## src/sv/assert_macros.svh

```systemverilog
// assertion macros shared by the rtl
`ifndef ASSERT_MACROS_SVH
`define ASSERT_MACROS_SVH

// clocked check, switched off while reset is low
`define TWS_ASSERT(lbl, clk, rst_n, prop, msg) \
    lbl: assert property (@(posedge clk) disable iff (!rst_n) prop) else $error(msg);

// clocked check that also holds across reset
`define TWS_ASSERT_NORST(lbl, clk, prop, msg) \
    lbl: assert property (@(posedge clk) prop) else $error(msg);

`endif

```

## src/sv/tws_pkg.sv

```systemverilog
// types and constants of the prefix tree word store
`default_nettype none

package tws_pkg;

    localparam int unsigned NODE_COUNT    = 1024;
    localparam int unsigned ALPHABET_SIZE = 26;
    localparam int unsigned TABLE_DEPTH   = NODE_COUNT * ALPHABET_SIZE;

    localparam int unsigned OP_W     = 2;
    localparam int unsigned LETTER_W = 5;
    localparam int unsigned NODE_W   = (NODE_COUNT > 1) ? $clog2(NODE_COUNT) : 1;
    localparam int unsigned FREE_W   = $clog2(NODE_COUNT + 1);
    localparam int unsigned ADDR_W   = $clog2(TABLE_DEPTH);
    localparam int unsigned ALPHA_W  = $clog2(ALPHABET_SIZE + 1);
    localparam int unsigned CMP_W    = (ALPHA_W > LETTER_W) ? ALPHA_W : LETTER_W;

    localparam int unsigned Q_DEPTH  = 2;
    localparam int unsigned Q_PTR_W  = $clog2(Q_DEPTH);
    localparam int unsigned Q_CNT_W  = $clog2(Q_DEPTH + 1);

    localparam logic [OP_W-1:0] OP_INSERT = 2'd0;
    localparam logic [OP_W-1:0] OP_SEARCH = 2'd1;
    localparam logic [OP_W-1:0] OP_PREFIX = 2'd2;

    // one classified letter item on its way to the tree walker
    typedef struct packed {
        logic [OP_W-1:0]     op;
        logic [LETTER_W-1:0] letter;
        logic                walk;
        logic                first;
        logic                last;
    } t_cmd;

    typedef struct packed {
        logic valid;
        t_cmd cmd;
    } t_push;

endpackage

`default_nettype wire

```

## src/sv/tws_if.sv

```systemverilog
// handshake channels for letter items and word results
`default_nettype none

interface tws_in_if;
    logic                           valid;
    logic                           ready;
    logic [tws_pkg::OP_W-1:0]       opcode;
    logic [tws_pkg::LETTER_W-1:0]   letter;
    logic                           has_letter;
    logic                           last_letter;

    modport source (output valid, opcode, letter, has_letter, last_letter, input ready);
    modport sink   (input valid, opcode, letter, has_letter, last_letter, output ready);
endinterface


`default_nettype wire

```

## src/sv/tws_front.sv

```systemverilog
// front end: tracks word boundaries and classifies each letter item
`default_nettype none

module tws_front (
    input  wire logic       i_clk,
    input  wire logic       i_rst_n,
    tws_in_if.sink          i_in,
    input  wire logic       i_clearing,
    input  wire logic       i_q_ready,
    output tws_pkg::t_push  o_push
);

    logic                       r_inside;
    logic [tws_pkg::OP_W-1:0]   r_word_op;
    logic                       n_inside;
    logic [tws_pkg::OP_W-1:0]   n_word_op;
    logic                       first;
    logic [tws_pkg::OP_W-1:0]   op_e;
    logic                       in_range;
    logic                       take;

    assign first    = !r_inside;
    assign op_e     = first ? i_in.opcode : r_word_op;
    assign in_range = tws_pkg::CMP_W'(i_in.letter) < tws_pkg::CMP_W'(tws_pkg::ALPHABET_SIZE);

    assign i_in.ready = !i_clearing && i_q_ready;
    assign take       = i_in.valid && i_in.ready;

    always_comb begin
        o_push.valid      = take;
        o_push.cmd.op     = op_e;
        o_push.cmd.letter = i_in.letter;
        // opcode 3 walks nothing
        o_push.cmd.walk   = i_in.has_letter && in_range &&
                            (op_e == tws_pkg::OP_INSERT || op_e == tws_pkg::OP_SEARCH ||
                             op_e == tws_pkg::OP_PREFIX);
        o_push.cmd.first  = first;
        o_push.cmd.last   = i_in.last_letter;
    end

    always_comb begin
        n_inside  = r_inside;
        n_word_op = r_word_op;
        if (take) begin
            n_inside = !i_in.last_letter;
            if (first) begin
                n_word_op = i_in.opcode;
            end
        end
    end

    always_ff @(posedge i_clk) begin
        if (!i_rst_n) begin
            r_inside  <= 1'b0;
            r_word_op <= tws_pkg::OP_INSERT;
        end else begin
            r_inside  <= n_inside;
            r_word_op <= n_word_op;
        end
    end

endmodule

`default_nettype wire

```

## src/flat_wrapper.sv

```systemverilog
// flat-port wrapper written by rule: the top's interface ports become plain ports
module tws_front_flat 
  (i_clk, i_rst_n, i_clearing, i_q_ready, o_push, i_in_valid, i_in_opcode, i_in_letter, i_in_has_letter, i_in_last_letter, i_in_ready);
  tws_in_if i_in_i ();
  input  wire logic i_clk;
  input  wire logic i_rst_n;
  input  wire logic i_clearing;
  input  wire logic i_q_ready;
  output tws_pkg::t_push o_push;
  input wire logic [$bits(i_in_i.valid)-1:0] i_in_valid;
  input wire logic [$bits(i_in_i.opcode)-1:0] i_in_opcode;
  input wire logic [$bits(i_in_i.letter)-1:0] i_in_letter;
  input wire logic [$bits(i_in_i.has_letter)-1:0] i_in_has_letter;
  input wire logic [$bits(i_in_i.last_letter)-1:0] i_in_last_letter;
  output wire logic [$bits(i_in_i.ready)-1:0] i_in_ready;
  assign i_in_i.valid = i_in_valid;
  assign i_in_i.opcode = i_in_opcode;
  assign i_in_i.letter = i_in_letter;
  assign i_in_i.has_letter = i_in_has_letter;
  assign i_in_i.last_letter = i_in_last_letter;
  assign i_in_ready = i_in_i.ready;
  tws_front u_core (.i_clk(i_clk), .i_rst_n(i_rst_n), .i_in(i_in_i), .i_clearing(i_clearing), .i_q_ready(i_q_ready), .o_push(o_push));
endmodule
```

## config.mk

```make
export PLATFORM = sky130hd
export DESIGN_NAME = tws_front_flat
export DESIGN_NICKNAME = d
export VERILOG_FILES = /design/src/sv/assert_macros.svh /design/src/sv/tws_pkg.sv /design/src/sv/tws_if.sv /design/src/sv/tws_front.sv /design/src/flat_wrapper.sv
export SDC_FILE = /design/constraint.sdc
export NUM_CORES = 1
export LEC_CHECK = 0
export BUFFER_PORTS_ARGS = -buffer_cell sky130_fd_sc_hd__buf_4
export CORE_AREA = 2 2 39 41
export CTS_CLUSTER_SIZE = 25
export DETAILED_ROUTE_END_ITERATION = 10
export DIE_AREA = 0 0 41 43
export PLACE_DENSITY = 0.52
export SYNTH_ARGS = -nofsm -noshare
export SYNTH_HDL_FRONTEND = slang
export SYNTH_SLANG_ARGS = --single-unit
```

## constraint.sdc

```tcl
create_clock -name i_clk -period 0.9 [get_ports i_clk]
set_input_delay 0 -clock i_clk [delete_from_list [all_inputs] [get_ports i_clk]]
set_output_delay 0 -clock i_clk [all_outputs]
set_load 0.02 [all_outputs]
```

Yosys cells after proc, flatten, opt, wreduce, memory -nomap -nowiden:

Index checks and enable logic that the tools add are counted.

* $mul: 0
* div/mod/pow operators: 0
* multiplexer cells: 1
* $lt $le $gt $ge: 1
* equality and inequality tests: 2
* add/sub/neg operators: 0
* bitwise gates (word level): 0
* reductions and logical operators: 10
* shift-type cells: 0

Operator list (number)
* less-than comparator 5 bit, second input constant: 1
* logical AND 1 bit: 4
* logical NOT 1 bit: 3
* equality test 2 x 1 -> 1 bit, second input constant: 1
* equality test 2 bit, second input constant: 1
* logical NOT 2 bit: 1
* logical OR 1 bit: 2
* two-way mux 2 bit: 1

* memories: 0
* latch bits: 0
* bits in writable memories: 0
* bits in read-only memories: 0
* input bits: 14
* word-level logic and storage cells: 16
* flip-flop bits (word level): 3

Longest topological paths before layout:

* word-level depth: 5
* mapped depth: 4
* gate-level depth less buffers: 3

Worst setup path after synthesis:

Ideal clock, no wire load.

* path type: reg2out
* start point: reg u_core.r_inside
* end point: out o_push[2] (netlist name)
* arrival: 1.120 ns
* path slack: -0.220 ns
* buffers on the path: 0
* stages on the path, launching flop included: 3
* required time: 0.900 ns
* path through: dfxtp_1 mux2_4 a21oi_1

RTL lines
* from (decl): RTL line tws_front.sv:13 `logic r_inside;`
* from (signal assigned): RTL line tws_front.sv:57 `r_inside <= n_inside;`
* to (decl): RTL line flat_wrapper.sv:9 `output tws_pkg::t_push o_push;`

==> metrics.md <==
| Metric | Value |
|---|---|
| Status | finished with violations |
| CTS Root Cell | clkbuf_4 |
| Global route total overflow | 0 |
| Worst slew pin tran | 243 ps |
| Most crowded layer after global routing | met2 |
| Area share of the largest cell type after synthesis | approximately a quarter |
| Die area | 0.00176 mm² |
| Initial core utilization | 17.6% |
| Tmin final | 1180 ps |
| Power density over cell area | roughly 1300 mW/mm² |
| Place WS | -91.1 ps |
| # clock sinks | 3 |
| Area delta synth->final | 77.4% |
| Seq/Total Area, Yosys | 24.6% |
| Tcrit/Tclk final | 131% |
| H-tree depth | 1 |
| Reg-to-reg critical path startpoint | u_core.r_inside$_SDFFE_PN0P_ |
| Core ar. | between 0.001 and 0.0015 mm² |
| Max_slew headroom | 83.8% |
| Yosys Warn Count | 0 |
| CP cell instances | mux2_4, a21oi_2, buf_4 |
| TNS Setup | -863 ps |
| GPL Wtd Cong | 0.625 |
| Unrepaired setup endpoints after global routing | true |
| First-pass GRT wire length | 779 µm |
| PnR worst setup slack | -282 ps |
| Final setup vio count | 5 |
| Share of cells above drive strength 1 | 72.3% |
| CP delay by family, top | flip-flops |
| Hold Worst Slack | 0.161 ps |
| FP Rows | 14 |
| Average size of a mapped cell | 9.38 µm² |
| Highest Clock Rate | 0.846 GHz |
| Total routed wirelength | 571 µm |
| Crit end category | output pin |
| M1 GR Usage | 5.41% |
| Biggest area consumer among synthesized cells | dfxtp_1 |
| WP buf/inv | 1 |
| Syn_nets | 40 |
| Placement Cell Area | 385 µm² |
| Critical path depth | 3 |
| DRT iter0 DRCs | 1 |
| Crit Path Class | reg -> out |
| Clk_skew | 4.44 ps |
| Hold crit path type | in -> out |
| Setup crit start kind | flip-flop |
| CP Data Required Time | 900 ps |
| Synth Register Bits | 3 |
| Met2 usage | 11.9% |
| # diodes | 0 |
| Leakage power | 0.227 nW |
| Hold Violations, Final | 0 |
| CTS max path bufs | 2 |
| Via count of the first global-routing pass | about 230 |
| Hold_buf cts | 0 |
| R2r endpoint | u_core.r_word_op[1]$_SDFFE_PN0P_ |
| Skew-Pair Late Insertion Delay | 230 ps |
| Violated checks | negative setup slack |
| R2R depth | 3 |
| Ranking of synthesized cells by area | dfxtp_1 25%, buf_4 25%, mux2_4 12%, mux2i_1 8.2%, nor2b_1 5.1% |
| PnR Total Power | 0.000562 W |
| IO Port Bufs | 23 |
| Met3 usage | about 4.7% |
| Final #Nets | 62 |
| Crit-path max cell delay | around 360 ps |
| Cell area after layout | 433 µm² |
| Post-synthesis cell area | 244 µm² |
| Crit-path slowest cell | dfxtp_4 |
| Vias per cell | 3.92 |
| Die Width | 41 µm |
| Remaining antenna violation count | 0 |
| Max cap viols | 0 |
| Global Route Usage Sum | 7.31% |
| Initial antenna violation count | 0 |
| Pins Over Slew Limit | 0 |
| TritonCTS Buffers | 3 |
| Post-route DRC | 0 |
| Initial DRT Pass Iterations | 2 |
| Worst endpoint data arrival time | around 1200 ps |
| CTS tree | done |
| Worst Setup EP | o_push[2] |
| Vias post-DR | about 250 |
| Peak supply drop | between 0.0007 and 0.0008 V |
| Pin count of the biggest net entering global routing | 6 |
| I/O Pins | 26 |
| Height of the die | 43 µm |
| Synth cell types | 13 |
| CP startpoint | u_core.r_inside$_SDFFE_PN0P_ |
| Synthesized netlist cell count | 26 |
| Largest fanout on the critical path | 4 |
| Clock-pin slew on the worst setup and hold paths | 40 ps |
| Routed len/inst | around 9 µm |
| Worst R2R Setup Slack | -90 ps |
worst register-to-register path: stages, from the launching register on:
cell and delay [ps]:
dfxtp_4 360, mux2_4 320, mux2i_1 140, nor2b_1 60
synthesized netlist by cell type:
master	number
nor2b_1	2
nand2_1	2
o211a_1	1
and3b_1	1
buf_4	8
inv_1	1
dfxtp_1	3
mux2i_1	2
a21oi_1	1
buf_6	1
and2b_1	1
o211ai_1	1
mux2_4	2
how the worst min path moves through the flow:
stage | from | endpoint | slack [ps] | cells after the start
after detailed placement | i_in_letter[0] | o_push[3] | 0.3 | 0
after global placement | i_in_letter[0] | o_push[3] | 0.3 | 0
final | i_in_letter[0] | o_push[3] | 0.2 | 0
after floorplan | i_in_has_letter | o_push[2] | 110 | 2
after global routing | i_in_letter[0] | o_push[3] | 0.09 | 0
after CTS | i_in_letter[0] | o_push[3] | 0.3 | 0
area by class of cell:
cell class	instances	area [µm²]
fill	150	951
timing repair buffer	26	206
multi-input combinational	13	113
sequential	3	63.8
clock buffer	4	26.3
tap	16	20.0
inverter	1	3.75
cell usage in the layout (no fill, tap or decap), drive strengths merged:
cell type	netlist	routed
o211a	1	1
mux2	2	2
nand2	2	2
a21oi	1	1
nor2b	2	2
buf	9	26
mux2i	2	2
clkbuf	0	4
o211ai	1	1
inv	1	1
and3b	1	1
dfxtp	3	3
and2b	1	1
state kept, by name, summed over array words and instances, names as in the netlist:
| signal | flops |
|---|---|
| u_core.r_word_op | 2 |
| u_core.r_inside | 1 |
repair_timing:
action / 4_1_cts / 5_1_grt
buffers inserted: 0 / 1
gates cloned: 0 / 0
endpoints found under the setup margin: 5 / 6
resized for setup: 2 / 3
pin swaps: 0 / 1
layer usage:
metal / vias up / wire (µm)
met4: 0 / 0
li1: 119 / -
met5: - / 0
met2: 24 / 256
met3: 0 / 108
met1: 104 / 206
cell families (layout without fill, tap and decap cells):
family	count (synthesis)	count (layout)	share of synthesized area (%)
and+or+nand+nor	6	6	14.9
DFF	3	3	24.6
AOI/OAI and AO/OA	3	3	9.23
muxes	4	4	20.5
buffers and inverters	10	31	30.8
per-stage QoR:
step,util [%],cells
floorplan,-,26
global placement,27.8,58
detailed placement,27.8,58
CTS,30.2,62
global route,31.3,63
finish,31.3,63
power breakdown:
part	total [W]	internal [W]	switching, W
clock network	0.000238	0.000166	0.0000718
logic	0.000181	0.000105	0.0000765
registers	0.000142	0.000138	0.00000462
Power figures use the tool's default switching activity.
