$ cat src/sv/assert_macros.svh
// assertion macros shared by the rtl
`ifndef ASSERT_MACROS_SVH
`define ASSERT_MACROS_SVH

// clocked check, switched off while reset is low
`define TWS_ASSERT(lbl, clk, rst_n, prop, msg) \
    lbl: assert property (@(posedge clk) disable iff (!rst_n) prop) else $error(msg);

// clocked check that also holds across reset
`define TWS_ASSERT_NORST(lbl, clk, prop, msg) \
    lbl: assert property (@(posedge clk) prop) else $error(msg);

`endif

$ cat src/sv/tws_pkg.sv
// types and constants of the prefix tree word store
`default_nettype none

package tws_pkg;

    localparam int unsigned NODE_COUNT    = 1024;
    localparam int unsigned ALPHABET_SIZE = 26;
    localparam int unsigned TABLE_DEPTH   = NODE_COUNT * ALPHABET_SIZE;

    localparam int unsigned OP_W     = 2;
    localparam int unsigned LETTER_W = 5;
    localparam int unsigned NODE_W   = (NODE_COUNT > 1) ? $clog2(NODE_COUNT) : 1;
    localparam int unsigned FREE_W   = $clog2(NODE_COUNT + 1);
    localparam int unsigned ADDR_W   = $clog2(TABLE_DEPTH);
    localparam int unsigned ALPHA_W  = $clog2(ALPHABET_SIZE + 1);
    localparam int unsigned CMP_W    = (ALPHA_W > LETTER_W) ? ALPHA_W : LETTER_W;

    localparam int unsigned Q_DEPTH  = 2;
    localparam int unsigned Q_PTR_W  = $clog2(Q_DEPTH);
    localparam int unsigned Q_CNT_W  = $clog2(Q_DEPTH + 1);

    localparam logic [OP_W-1:0] OP_INSERT = 2'd0;
    localparam logic [OP_W-1:0] OP_SEARCH = 2'd1;
    localparam logic [OP_W-1:0] OP_PREFIX = 2'd2;

    // one classified letter item on its way to the tree walker
    typedef struct packed {
        logic [OP_W-1:0]     op;
        logic [LETTER_W-1:0] letter;
        logic                walk;
        logic                first;
        logic                last;
    } t_cmd;

    typedef struct packed {
        logic valid;
        t_cmd cmd;
    } t_push;

endpackage

`default_nettype wire

$ cat src/sv/tws_queue.sv
// short command queue between front end and tree walker
`default_nettype none

module tws_queue (
    input  wire logic           i_clk,
    input  wire logic           i_rst_n,
    input  wire tws_pkg::t_push i_push,
    output logic                o_ready,
    input  wire logic           i_pop,
    output logic                o_head_valid,
    output tws_pkg::t_cmd       o_head
);

    tws_pkg::t_cmd                  r_ent [tws_pkg::Q_DEPTH];
    logic [tws_pkg::Q_PTR_W-1:0]    r_wp;
    logic [tws_pkg::Q_PTR_W-1:0]    r_rp;
    logic [tws_pkg::Q_CNT_W-1:0]    r_cnt;
    logic [tws_pkg::Q_PTR_W-1:0]    n_wp;
    logic [tws_pkg::Q_PTR_W-1:0]    n_rp;
    logic [tws_pkg::Q_CNT_W-1:0]    n_cnt;
    logic                           push;
    logic                           pop;

    assign o_ready      = r_cnt != tws_pkg::Q_CNT_W'(tws_pkg::Q_DEPTH);
    assign o_head_valid = r_cnt != '0;
    assign o_head       = r_ent[r_rp];
    assign push         = i_push.valid && o_ready;
    assign pop          = i_pop && o_head_valid;

    always_comb begin
        n_wp  = r_wp;
        n_rp  = r_rp;
        n_cnt = r_cnt;
        if (push) begin
            n_wp = (r_wp == tws_pkg::Q_PTR_W'(tws_pkg::Q_DEPTH - 1)) ? '0 : r_wp + 1'b1;
        end
        if (pop) begin
            n_rp = (r_rp == tws_pkg::Q_PTR_W'(tws_pkg::Q_DEPTH - 1)) ? '0 : r_rp + 1'b1;
        end
        case ({push, pop})
            2'b10:   n_cnt = r_cnt + 1'b1;
            2'b01:   n_cnt = r_cnt - 1'b1;
            default: n_cnt = r_cnt;
        endcase
    end

    always_ff @(posedge i_clk) begin
        if (push) begin
            r_ent[r_wp] <= i_push.cmd;
        end
    end

    always_ff @(posedge i_clk) begin
        if (!i_rst_n) begin
            r_wp  <= '0;
            r_rp  <= '0;
            r_cnt <= '0;
        end else begin
            r_wp  <= n_wp;
            r_rp  <= n_rp;
            r_cnt <= n_cnt;
        end
    end

endmodule

`default_nettype wire

$ cat config.mk
export PLATFORM = sky130hd
export DESIGN_NAME = tws_queue
export DESIGN_NICKNAME = d
export VERILOG_FILES = /design/src/sv/assert_macros.svh /design/src/sv/tws_pkg.sv /design/src/sv/tws_queue.sv
export SDC_FILE = /design/constraint.sdc
export NUM_CORES = 1
export LEC_CHECK = 0
export BUFFER_PORTS_ARGS = -buffer_cell sky130_fd_sc_hd__buf_2
export CAP_MARGIN = 40
export CORE_MARGIN = 2
export CORE_UTILIZATION = 35
export DETAILED_ROUTE_END_ITERATION = 8
export PLACE_DENSITY = 0.59
export SETUP_SLACK_MARGIN = 0.02
export SLEW_MARGIN = 20
export SYNTH_ARGS = -nofsm -noshare
export SYNTH_HDL_FRONTEND = slang
export SYNTH_SLANG_ARGS = --single-unit
export TNS_END_PERCENT = 100
$ cat constraint.sdc
create_clock -name i_clk -period 2.4 [get_ports i_clk]
set_clock_uncertainty 0.1 [all_clocks]
set_input_delay 0 -clock i_clk [delete_from_list [all_inputs] [get_ports i_clk]]
set_output_delay 0 -clock i_clk [all_outputs]
set_load 0.03 [all_outputs]
# Word-level counts from Yosys, hierarchy flattened
# Memories as Yosys holds them, arrays and structs flattened. A register that Yosys moved wholly into a read port is not among the register bits.
# Cells that the tools add are included.
dict set report word_totals {
  output_inout_bits 12
  memories 1
  inputBits 14
  elab_cells 22
  ram_bits 20
  regBits 4
}
dict set report op_classes {
  n_reduce_logical 4
  addsub 4
  muxes 7
  eq_ne 3
}
# memory words word_bits rd rd_ports_with_merged_regs wr line
set mem_list {}
lappend mem_list {r_ent 2 10 1 1 1 tws_queue.sv:14} ;# tws_pkg::t_cmd r_ent [tws_pkg::Q_DEPTH];
# cell n
set op_table {}
lappend op_table {{$mux W1} 6}
lappend op_table {{$pmux W2 S2} 1}
lappend op_table {{$reduce_bool A2 Y1} 2}
lappend op_table {{$add A1 B1 Y1 const B} 2}
lappend op_table {{$add A2 B1 Y2 const B} 1}
lappend op_table {{$eq A2 B1 Y1 const B} 1}
lappend op_table {{$eq A2 B2 Y1 const B} 1}
lappend op_table {{$logic_and A1 B1 Y1} 2}
lappend op_table {{$ne A2 B2 Y1 const B} 1}
lappend op_table {{$sub A2 B1 Y2 const B} 1}

# Depth between registers and ports, before layout
# Gate-level depths: netlist of the first run.
dict set report depth {
  ltp_word 4
  ltp_mapped 6
}

# Worst setup path after synthesis of the first run
# Ideal clock, no wire load.
dict set report synth_path {
  kind {register -> register}
  startpoint {register r_cnt[0] (netlist name)}
  endpoint {register r_cnt[1] (netlist name)}
  synth_period_minus_slack_ns 1.823
  setup_time_ns 0.070
  path_stages_with_launch 6
  arrival_time_ns 1.653
  slack_ns 0.577
  required_ns 2.230
  path_cell_list {dfxtp_1 nand2b_1 nand2_1 ha_1 or3_1 a21oi_1}
}
dict set report synth_via {
  elab_chain_cells 4
  elab_cells_between_ends 10
  cone_classes {add/sub: 2; eq/ne: 3; mux: 1; reduce/logical: 4}
}
# element line
set synth_rtl {}
lappend synth_rtl {{start: declaration} tws_queue.sv:17} ;# logic [tws_pkg::Q_CNT_W-1:0] r_cnt;
lappend synth_rtl {{start signal: assignment} tws_queue.sv:61} ;# r_cnt <= n_cnt;
lappend synth_rtl {{$ne A2 B2 Y1 (*)} tws_queue.sv:24} ;# assign o_ready = r_cnt != tws_pkg::Q_CNT_W'(tws_pkg::Q_DEPTH);
lappend synth_rtl {{named net o_ready} tws_queue.sv:8} ;# output logic o_ready,
lappend synth_rtl {{$logic_and A1 B1 Y1 (*)} tws_queue.sv:27} ;# assign push = i_push.valid && o_ready;
lappend synth_rtl {{$eq A2 B1 Y1 / $eq A2 B2 Y1 (equally long branches)} tws_queue.sv:40} ;# case ({push, pop})
lappend synth_rtl {{$pmux W2 S2 / $reduce_bool A2 Y1 (equally long branches)} -}
# The timed path passes the listed nets; every way through them passes the cells marked *.
# A chain may end at the register's enable or synchronous reset.

# Worst setup path after layout of the first run
dict set report layout_path {
  startpoint {register r_cnt[0] (netlist name)}
  endpoint {register r_cnt[1] (netlist name)}
}
dict set report layout_via {
  elab_chain_cells 4
  elab_cells_between_ends 10
  cone_classes {add/sub: 2; eq/ne: 3; mux: 1; reduce/logical: 4}
}
# element line
set layout_rtl {}
lappend layout_rtl {{$ne A2 B2 Y1 / $reduce_bool A2 Y1 (equally long branches)} {tws_queue.sv:24, tws_queue.sv:25}}
lappend layout_rtl {{$logic_and A1 B1 Y1, on equally long branches} {tws_queue.sv:27, tws_queue.sv:28}}
lappend layout_rtl {{$eq A2 B1 Y1 / $eq A2 B2 Y1 (equally long branches)} tws_queue.sv:40}
lappend layout_rtl {{$pmux W2 S2 / $reduce_bool A2 Y1 (equally long branches)} -}
# Parallel ways exist; a longest one is shown, timed or not.

==> impl_metrics.tcl, run 1 <==
set metrics [dict create \
    cts_buffer_depth 2 \
    crit_type "reg -> reg" \
    cts_resized 0 \
    synth-seq-cells 25 \
    comb_power_share_pct 38.1 \
    ys_warn_count 0 \
    clk_pin_slew_ns 0.15 \
    pwr-share-clk_pct 14.4 \
    cpMaxStageDelayCell "dfxtp_1" \
    hold_viol 0 \
    drive_gt1_share_pct 41.8 \
    drt-initial-drc-count 6 \
    dr.pass1.iters 4 \
    crit_chain "nand2b_1 -> nand2_1 -> ha_1 -> or3_1 -> a21oi_1" \
    synthTopCellsByCount "edfxtp_1, mux2_2, dfxtp_1" \
    hold_path.class "in -> reg" \
    finalSetupViolCount 0 \
    syn_inst 56 \
    final_antenna_net_count 0 \
    setup_ws_ns 0.691 \
    worst-path-buf-inv 0 \
    fmax_mhz 585 \
    post-route-period-util_pct 71.2 \
    cts_tree "done" \
    drt_wl_total_um 1460 \
    p_leak_nw 0.500 \
    fill_cells 252 \
    synthToLayoutAreaGrowth_pct 34.7 \
    placementRows 18 \
    rsz0062_at_grt "no" \
    min_period_ns 1.71 \
    ys_seq_area_share_pct 74.2 \
    overflow 0 \
    regArea_um2 701 \
    drv_cap 0 \
    avgSynthCellArea_um2 16.9 \
    power_density_nw_per_um2 1020 \
    cp.arrival_ns 1.87 \
    critPathTopFamily "simple AND/OR/NAND/NOR gates" \
    setup_tns_ns 0 \
    critPathCaptureType "flip-flop" \
    rr_startpoint "r_cnt[0]$_SDFFE_PN0P_" \
    place_ws_ns 0.725 \
    synthDistinctLibCells 19 \
    die_area_um2 3130 \
    synth_edf_count 20 \
    initial_core_util_pct 37.5 \
    synth_fp_nets 71 \
    p_sw_share_pct 36.0 \
    clock_sinks 25 \
    max-vdd-ir-drop_mv 0.510 \
    gp_congestion 0.651 \
    post_cts_buffers 0 \
    fp.coreArea_um2 2520 \
    grt_max_degree 16 \
    synth_top_area_share_pct 63.6 \
    synth_area_um2 945 \
    post_drt_wl_per_cell_um 11.4 \
    cts_made_buffers 3 \
    root_buffer "clkbuf_4" \
    multiInputGateArea_um2 231 \
    p_seq_share_pct 47.5 \
    track_usage_pct 10.4 \
    p_int_uw 826 \
    drc 0 \
    ioPinCount 26 \
    yosysMostFrequentCell "edfxtp_1" \
    antenna_found_initial 0 \
    ys_top_cells_by_area "edfxtp_1, mux2_2, dfxtp_1" \
    yosysTopAreaCell "edfxtp_1" \
    num_vias 564 \
    drv_slew 0 \
    ys.flop_type "edfxtp_1" \
    crit_path_start "r_cnt[0]$_SDFFE_PN0P_" \
    diodes 0 \
    cpPeakStageDelay_ns 0.44 \
    die_x_um 56.0 \
    hp-start "i_push[1]" \
    post_drt_via_cell_ratio 4.41 \
    grt_pass1_wl_um 2510 \
    final_nets 114 \
    switching_power_uw 466 \
    grt_pass1_vias 595 \
    cts.htree.levels 1 \
    cp_max_fo 5 \
    outcome "completed" \
    relSlewSlack_pct 68.6 \
    clkLatencyLatePin_ns 0.32 \
    hpwl_um 938 \
    cp.required_ns 2.56 \
    tightest_slew_ns 0.470 \
    critPathLaunchType "flip-flop" \
    die_y_um 56.0 \
    synthArstFlopShare_pct 0 \
    port-buffer-count 25 \
]
[power groups by stage]
| stage | Combinational, mW | Sequential [mW] | Clock [mW] |
|---|---|---|---|
| after floorplan | 0.389 | 0.590 | 0 |
| after global placement | 0.469 | 0.621 | 0 |
| after detailed placement | 0.472 | 0.625 | 0 |
| after CTS | 0.500 | 0.617 | 0.192 |
| after global routing | 0.535 | 0.628 | 0.216 |
| final | 0.492 | 0.613 | 0.186 |
[placed cells by master (no fill, tap or decap), types with 2 or more instances in the layout]
cell / instances
edfxtp_1: 20
dfxtp_1: 5
buf_2: 25
a21oi_1: 2
clkbuf_4: 3
xnor2_1: 2
dlygate4sd3_1: 14
nor2_1: 3
mux2_2: 10
inv_1: 2
[logic make-up after synthesis]
group | Yosys count | share of synthesized area, %
mux | 10 | 11.9
flops | 25 | 74.2
fa+ha+maj | 1 | 1.32
xor+xnor | 3 | 2.78
simple gates | 9 | 5.03
compound gates | 5 | 3.44
buf+inv | 3 | 1.32
[worst paths after layout]
path | to | slack, ns | depth (start not counted)
worst min register to register | r_rp$_SDFFE_PN0P_ | 0.44 | 2
worst min-delay path | r_ent[1][1]$_DFFE_PP_ | 0.29 | 2
worst max-delay path | r_cnt[1]$_SDFFE_PN0P_ | 0.69 | 5
worst max register to register | r_cnt[1]$_SDFFE_PN0P_ | 0.69 | 5
[state kept, by name, summed over array words and instances (netlist names), named ones only]
signal and cells:
r_cnt 2, r_ent 20, r_rp 1, r_wp 1
[stage by stage]
stage | power, mW | hold slack (ns) | util (%) | area, um2 | cells
after global routing | 1.38 | 0.282 | 50.4 | 1270 | 128
after detailed placement | 1.10 | 0.0927 | 43.7 | 1100 | 110
final | 1.29 | 0.289 | 50.4 | 1270 | 128
after global placement | 1.09 | 0.0890 | 43.7 | 1100 | 110
after floorplan | 0.980 | -0.00113 | - | 945 | 56
after CTS | 1.31 | 0.288 | 50.4 | 1270 | 128
[layout make-up]
class                      instances  area share, %
tap                               30           2.95
inverter                           2          0.590
sequential                        25           55.1
timing repair buffer              39           20.8
multi-input combinational         28           18.2
clock inverter                     1          0.590
clock buffer                       3           1.77
[what timing repair did]
action	4_1_cts	5_1_grt
endpoints found under the hold margin	25	0
hold buffers	14	0
setup endpoints to repair	0	0
[worst reg2reg max path: stages, from the launching register on]
cell and delay [ns]:
dfxtp_1 0.44, nand2b_1 0.20, nand2_1 0.08, ha_1 0.32, or3_1 0.37, a21oi_1 0.14
[routing by layer]
layer	GRT usage, %	up-vias	wire length [um]
met1	13.5	259	695
li1	-	290	-
met4	4.08	0	10
met3	2.79	2	56
met2	16.7	13	700
met5	0	-	0
Power figures use the tool's default switching activity.
==> inputs of run 2 (changes only) <==
==> constraint.sdc (replaced) <==
create_clock -name i_clk -period 1.8 [get_ports i_clk]
set_clock_uncertainty 0.1 [all_clocks]
set_input_delay 0 -clock i_clk [delete_from_list [all_inputs] [get_ports i_clk]]
set_output_delay 0 -clock i_clk [all_outputs]
set_load 0.03 [all_outputs]
==> run 2 against run 1 <==
Compared with the run above:
- non-clock buffer count grew 1
- global-route usage grew 0.14 points
- total power grew 35%
- wire length grew 2.0%
- worst hold slack gained 0.0056 ns
- first-iteration DRC count grew 120%
- critical path depth is the same
- cell count grew 0.78%
- sequential cell count is the same
- critical endpoint unchanged
- largest cell class unchanged
==> impl_metrics.tcl, run 2 (synthesis results as in run 1) <==
set metrics [dict create \
    outcome "completed" \
    finalSetupViolCount 0 \
    pwr-share-clk_pct 14.5 \
    die_area_um2 3130 \
    min_period_ns 1.69 \
    place_ws_ns 0.134 \
    placementRows 18 \
    diodes 0 \
    cts_buffer_depth 2 \
    crit_type "reg -> reg" \
    clkLatencyLatePin_ns 0.32 \
    clk_pin_slew_ns 0.14 \
    largest_register_ffs 20 \
    max-vdd-ir-drop_mv 0.744 \
    hold_viol 0 \
    cp.arrival_ns 1.85 \
    port-buffer-count 25 \
    drt_wl_total_um 1490 \
    ioPinCount 26 \
    drive_gt1_share_pct 43.4 \
    fp.coreArea_um2 2520 \
    track_usage_pct 10.6 \
    p_seq_share_pct 47.0 \
    cpPeakStageDelay_ns 0.43 \
    hpwl_um 1010 \
    cts_tree "done" \
    grt_pass1_wl_um 2530 \
    overflow 0 \
    fmax_mhz 593 \
    cts_made_buffers 3 \
    cts.htree.levels 1 \
    root_buffer "clkbuf_4" \
    largest_registers "r_ent: 20 flops, r_cnt: 2 flops" \
    top_register "r_ent" \
    die_x_um 56.0 \
    p_leak_nw 0.505 \
    cts_resized 0 \
    post_drt_via_cell_ratio 4.47 \
    critPathCaptureType "flip-flop" \
    grt_pass1_vias 607 \
    dp.cells 111 \
    grt_max_degree 16 \
    cpMaxStageDelayCell "dfxtp_1" \
    gp_congestion 0.622 \
    initial_core_util_pct 37.5 \
    final_common_cell "buf_2" \
    drv_slew 0 \
    p_int_mw 1.11 \
    switching_power_uw 631 \
    rsz0062_at_grt "no" \
    antenna_found_initial 0 \
    final_antenna_net_count 0 \
    setup_tns_ns 0 \
    num_vias 576 \
    crit_chain "nand2b_2 -> nand2_1 -> ha_1 -> or3_1 -> a21oi_1" \
    dr.pass1.iters 4 \
    post_drt_wl_per_cell_um 11.6 \
    setup_ws_ns 0.114 \
    clock_sinks 25 \
    final_nets 115 \
    cp_max_fo 5 \
    power_density_nw_per_um2 1360 \
    post-route-period-util_pct 93.7 \
    die_y_um 56.0 \
    drc 0 \
    tightest_slew_ns 0.457 \
    relSlewSlack_pct 69.5 \
    p_sw_share_pct 36.3 \
    hold_path.class "in -> reg" \
    drv_cap 0 \
    cp.required_ns 1.96 \
    layout_common_cells "buf_2, edfxtp_1, dlygate4sd3_1" \
    critPathLaunchType "flip-flop" \
    fill_cells 225 \
    drt-initial-drc-count 13 \
    synthToLayoutAreaGrowth_pct 35.8 \
    instances_no_fill 129 \
    comb_power_share_pct 38.5 \
]
==> run 2: power by group through the flow <==
stage	Combinational [mW]	Clock, mW	Sequential, mW
after CTS	0.677	0.262	0.822
final	0.670	0.252	0.818
after floorplan	0.523	0	0.789
after global routing	0.719	0.281	0.835
after global placement	0.634	0	0.828
after detailed placement	0.640	0	0.835
==> run 2: what timing repair did <==
action                                 CTS  global route
setup buffers                            0             0
hold buffers                            14             0
endpoints found under the hold margin   25             0
==> run 2: cell type report <==
cell class,instances,area (um2),area share (%)
flip-flops and latches,25,701,54.6
well taps,30,37.5,2.93
clock buffers,3,22.5,1.76
repair buffers,40,273,21.3
clock inverters,1,7.51,0.585
inverters,2,7.51,0.585
multi-input cells,28,234,18.2
==> run 2: layer usage <==
layer | part of all wire [%] | global-route usage [%] | wire, um
met5 | 0 | 0 | 0
met2 | 47 | 17.5 | 706
met4 | 0.67 | 5.10 | 10
met1 | 45 | 12.3 | 675
met3 | 6.7 | 3.49 | 100
==> run 2: critical path, delay by kind of cell, from the launching register on <==
| family | cells | cell delay, ns |
|---|---|---|
| DFF | 1 | 0.43 |
| adders and majority gates | 1 | 0.33 |
| AOI/OAI and AO/OA | 1 | 0.14 |
| and+or+nand+nor | 3 | 0.64 |
==> run 2: worst paths after layout <==
kind | start | to | slack [ns] | depth (start not counted)
worst max-delay path | r_cnt[0]$_SDFFE_PN0P_ | r_cnt[1]$_SDFFE_PN0P_ | 0.11 | 5
worst min-delay path | i_push[1] | r_ent[1][1]$_DFFE_PP_ | 0.29 | 2
worst max register to register | r_cnt[0]$_SDFFE_PN0P_ | r_cnt[1]$_SDFFE_PN0P_ | 0.11 | 5
worst min register to register | r_rp$_SDFFE_PN0P_ | flip-flop | 0.44 | 2
==> run 2: through the flow <==
step / hold WS (ns) / util (%) / cell area (um2) / power, mW
finish: 0.294 / 50.8 / 1280 / 1.74
global route: 0.285 / 50.8 / 1280 / 1.83
CTS: 0.277 / 50.8 / 1280 / 1.76
detailed placement: 0.0923 / 44.1 / 1110 / 1.48
global placement: 0.0882 / 44.1 / 1110 / 1.46
floorplan: -0.00113 / - / 947 / 1.31
==> inputs of run 3 (changes only) <==
--- a/config.mk
+++ b/config.mk
@@ -5,7 +5,7 @@
 export SDC_FILE = /design/constraint.sdc
 export NUM_CORES = 1
 export LEC_CHECK = 0
-export BUFFER_PORTS_ARGS = -buffer_cell sky130_fd_sc_hd__buf_2
+export BUFFER_PORTS_ARGS = -buffer_cell sky130_fd_sc_hd__buf_4
 export CAP_MARGIN = 40
 export CORE_MARGIN = 2
 export CORE_UTILIZATION = 35
==> run 3 against run 2 <==
Compared with the run above:
- combinational power grew 12%
- die area is the same
- critical endpoint unchanged
- sequential cell count is the same
- sequential power grew 0.9%
- cell count is the same
- non-clock buffer count is the same
==> impl_metrics.tcl, run 3 (synthesis results as in run 1) <==
set metrics [dict create \
    largest_register_ffs 20 \
    pwr-share-clk_pct 14.0 \
    placementRows 18 \
    antenna_found_initial 0 \
    hold_viol 0 \
    post-route-period-util_pct 93.7 \
    top_register "r_ent" \
    dr.pass1.iters 3 \
    min_period_ns 1.69 \
    drv_cap 0 \
    clock_sinks 25 \
    overflow 0 \
    die_area_um2 3130 \
    finalSetupViolCount 0 \
    fmax_mhz 593 \
    multiInputGateArea_um2 234 \
    hpwl_um 1130 \
    p_seq_share_pct 45.0 \
    p_int_mw 1.18 \
    hold_path.class "in -> reg" \
    initial_core_util_pct 37.5 \
    cts_made_buffers 3 \
    post_drt_via_cell_ratio 4.61 \
    postLayoutCellArea_um2 1350 \
    layout_common_cells "buf_4, edfxtp_1, dlygate4sd3_1" \
    cts_buffer_depth 2 \
    cp.arrival_ns 1.85 \
    rsz0062_at_grt "no" \
    track_usage_pct 11.7 \
    final_common_cell "buf_4" \
    crit_type "reg -> reg" \
    die_y_um 56.0 \
    clkLatencyLatePin_ns 0.32 \
    placed_area_um2 1170 \
    largest_registers "r_ent: 20 flops, r_cnt: 2 flops" \
    fill_cells 226 \
    die_x_um 56.0 \
    critPathCaptureType "flip-flop" \
    diodes 0 \
    drt_wl_total_um 1680 \
    final_antenna_net_count 0 \
    p_sw_share_pct 35.7 \
    comb_power_share_pct 41.0 \
    tightest_slew_ns 0.463 \
    grt_pass1_wl_um 2770 \
    fp.coreArea_um2 2520 \
    setup_tns_ns 0 \
    p_leak_nw 0.528 \
    drive_gt1_share_pct 44.4 \
    clk_pin_slew_ns 0.14 \
    gp_congestion 0.604 \
    max-vdd-ir-drop_mv 0.691 \
    grt_max_degree 16 \
    synthToLayoutAreaGrowth_pct 42.5 \
    critPathLaunchType "flip-flop" \
    drt-initial-drc-count 4 \
    power_density_nw_per_um2 1360 \
    cts.htree.levels 1 \
    relSlewSlack_pct 69.1 \
    port-buffer-count 25 \
    cp_max_fo 5 \
    drc 0 \
    grt_pass1_vias 633 \
    regArea_um2 702 \
    num_vias 595 \
    place_ws_ns 0.0882 \
    setup_ws_ns 0.114 \
    cts_tree "done" \
    final_nets 115 \
    switching_power_uw 655 \
    cp.required_ns 1.97 \
    post_drt_wl_per_cell_um 13.0 \
    ioPinCount 26 \
    root_buffer "clkbuf_4" \
    drv_slew 0 \
    outcome "completed" \
]
run 3: cell counts in the layout (fill, tap and decap cells not counted):
No cell type changed its count.
run 3: cell type report:
class | count | share of cell area [%]
clock buffers | 3 | 1.67
clock inverters | 1 | 0.558
inverters | 2 | 0.558
multi-input cells | 28 | 17.4
flip-flops and latches | 25 | 52.1
well taps | 30 | 2.79
repair buffers | 40 | 24.9
run 3: critical path, cell delays in order (launching register included):
cell and delay, ns:
dfxtp_2 0.40, nand2b_2 0.17, nand2_1 0.08, ha_1 0.33, or3_1 0.40, a21oi_1 0.15
run 3: power by group through the flow:
stage | sequential, mW | clock, mW | combinational, mW
2_1_floorplan | 0.789 | 0 | 0.523
3_3_place_gp | 0.829 | 0 | 0.704
3_5_place_dp | 0.837 | 0 | 0.722
4_1_cts | 0.825 | 0.268 | 0.759
5_1_grt | 0.843 | 0.287 | 0.809
6_report | 0.825 | 0.257 | 0.751
run 3: through the flow:
step | util, % | hold slack, ns | std cells | power (mW)
after floorplan | - | -0.00113 | 56 | 1.31
after global placement | 46.6 | 0.0859 | 111 | 1.53
after detailed placement | 46.6 | 0.0886 | 111 | 1.56
after CTS | 53.3 | 0.277 | 129 | 1.85
after global routing | 53.4 | 0.278 | 129 | 1.94
final | 53.4 | 0.296 | 129 | 1.83
run 3: metal layers:
layer | part of all wire (%) | track usage, %
met1 | 40 | 13.1
met5 | 0 | 0
met3 | 5.5 | 2.33
met4 | 1.7 | 6.12
met2 | 53 | 20.7
run 3: path summary, 6_finish.rpt:
path / from / endpoint / slack, ns / cells after the start
worst max register to register: r_cnt[0]$_SDFFE_PN0P_ / r_cnt[1]$_SDFFE_PN0P_ / 0.11 / 5
worst min register to register: r_rp$_SDFFE_PN0P_ / r_rp$_SDFFE_PN0P_ / 0.44 / 2
worst max-delay path: r_cnt[0]$_SDFFE_PN0P_ / r_cnt[1]$_SDFFE_PN0P_ / 0.11 / 5
worst min-delay path: i_push[8] / r_ent[1][8]$_DFFE_PP_ / 0.30 / 2
run 3: repair_timing:
action,4_1_cts,5_1_grt
buffers inserted,0,0
resized for setup,0,1
endpoints found under the hold margin,25,0
endpoints found under the setup margin,0,1
hold buffers,14,0
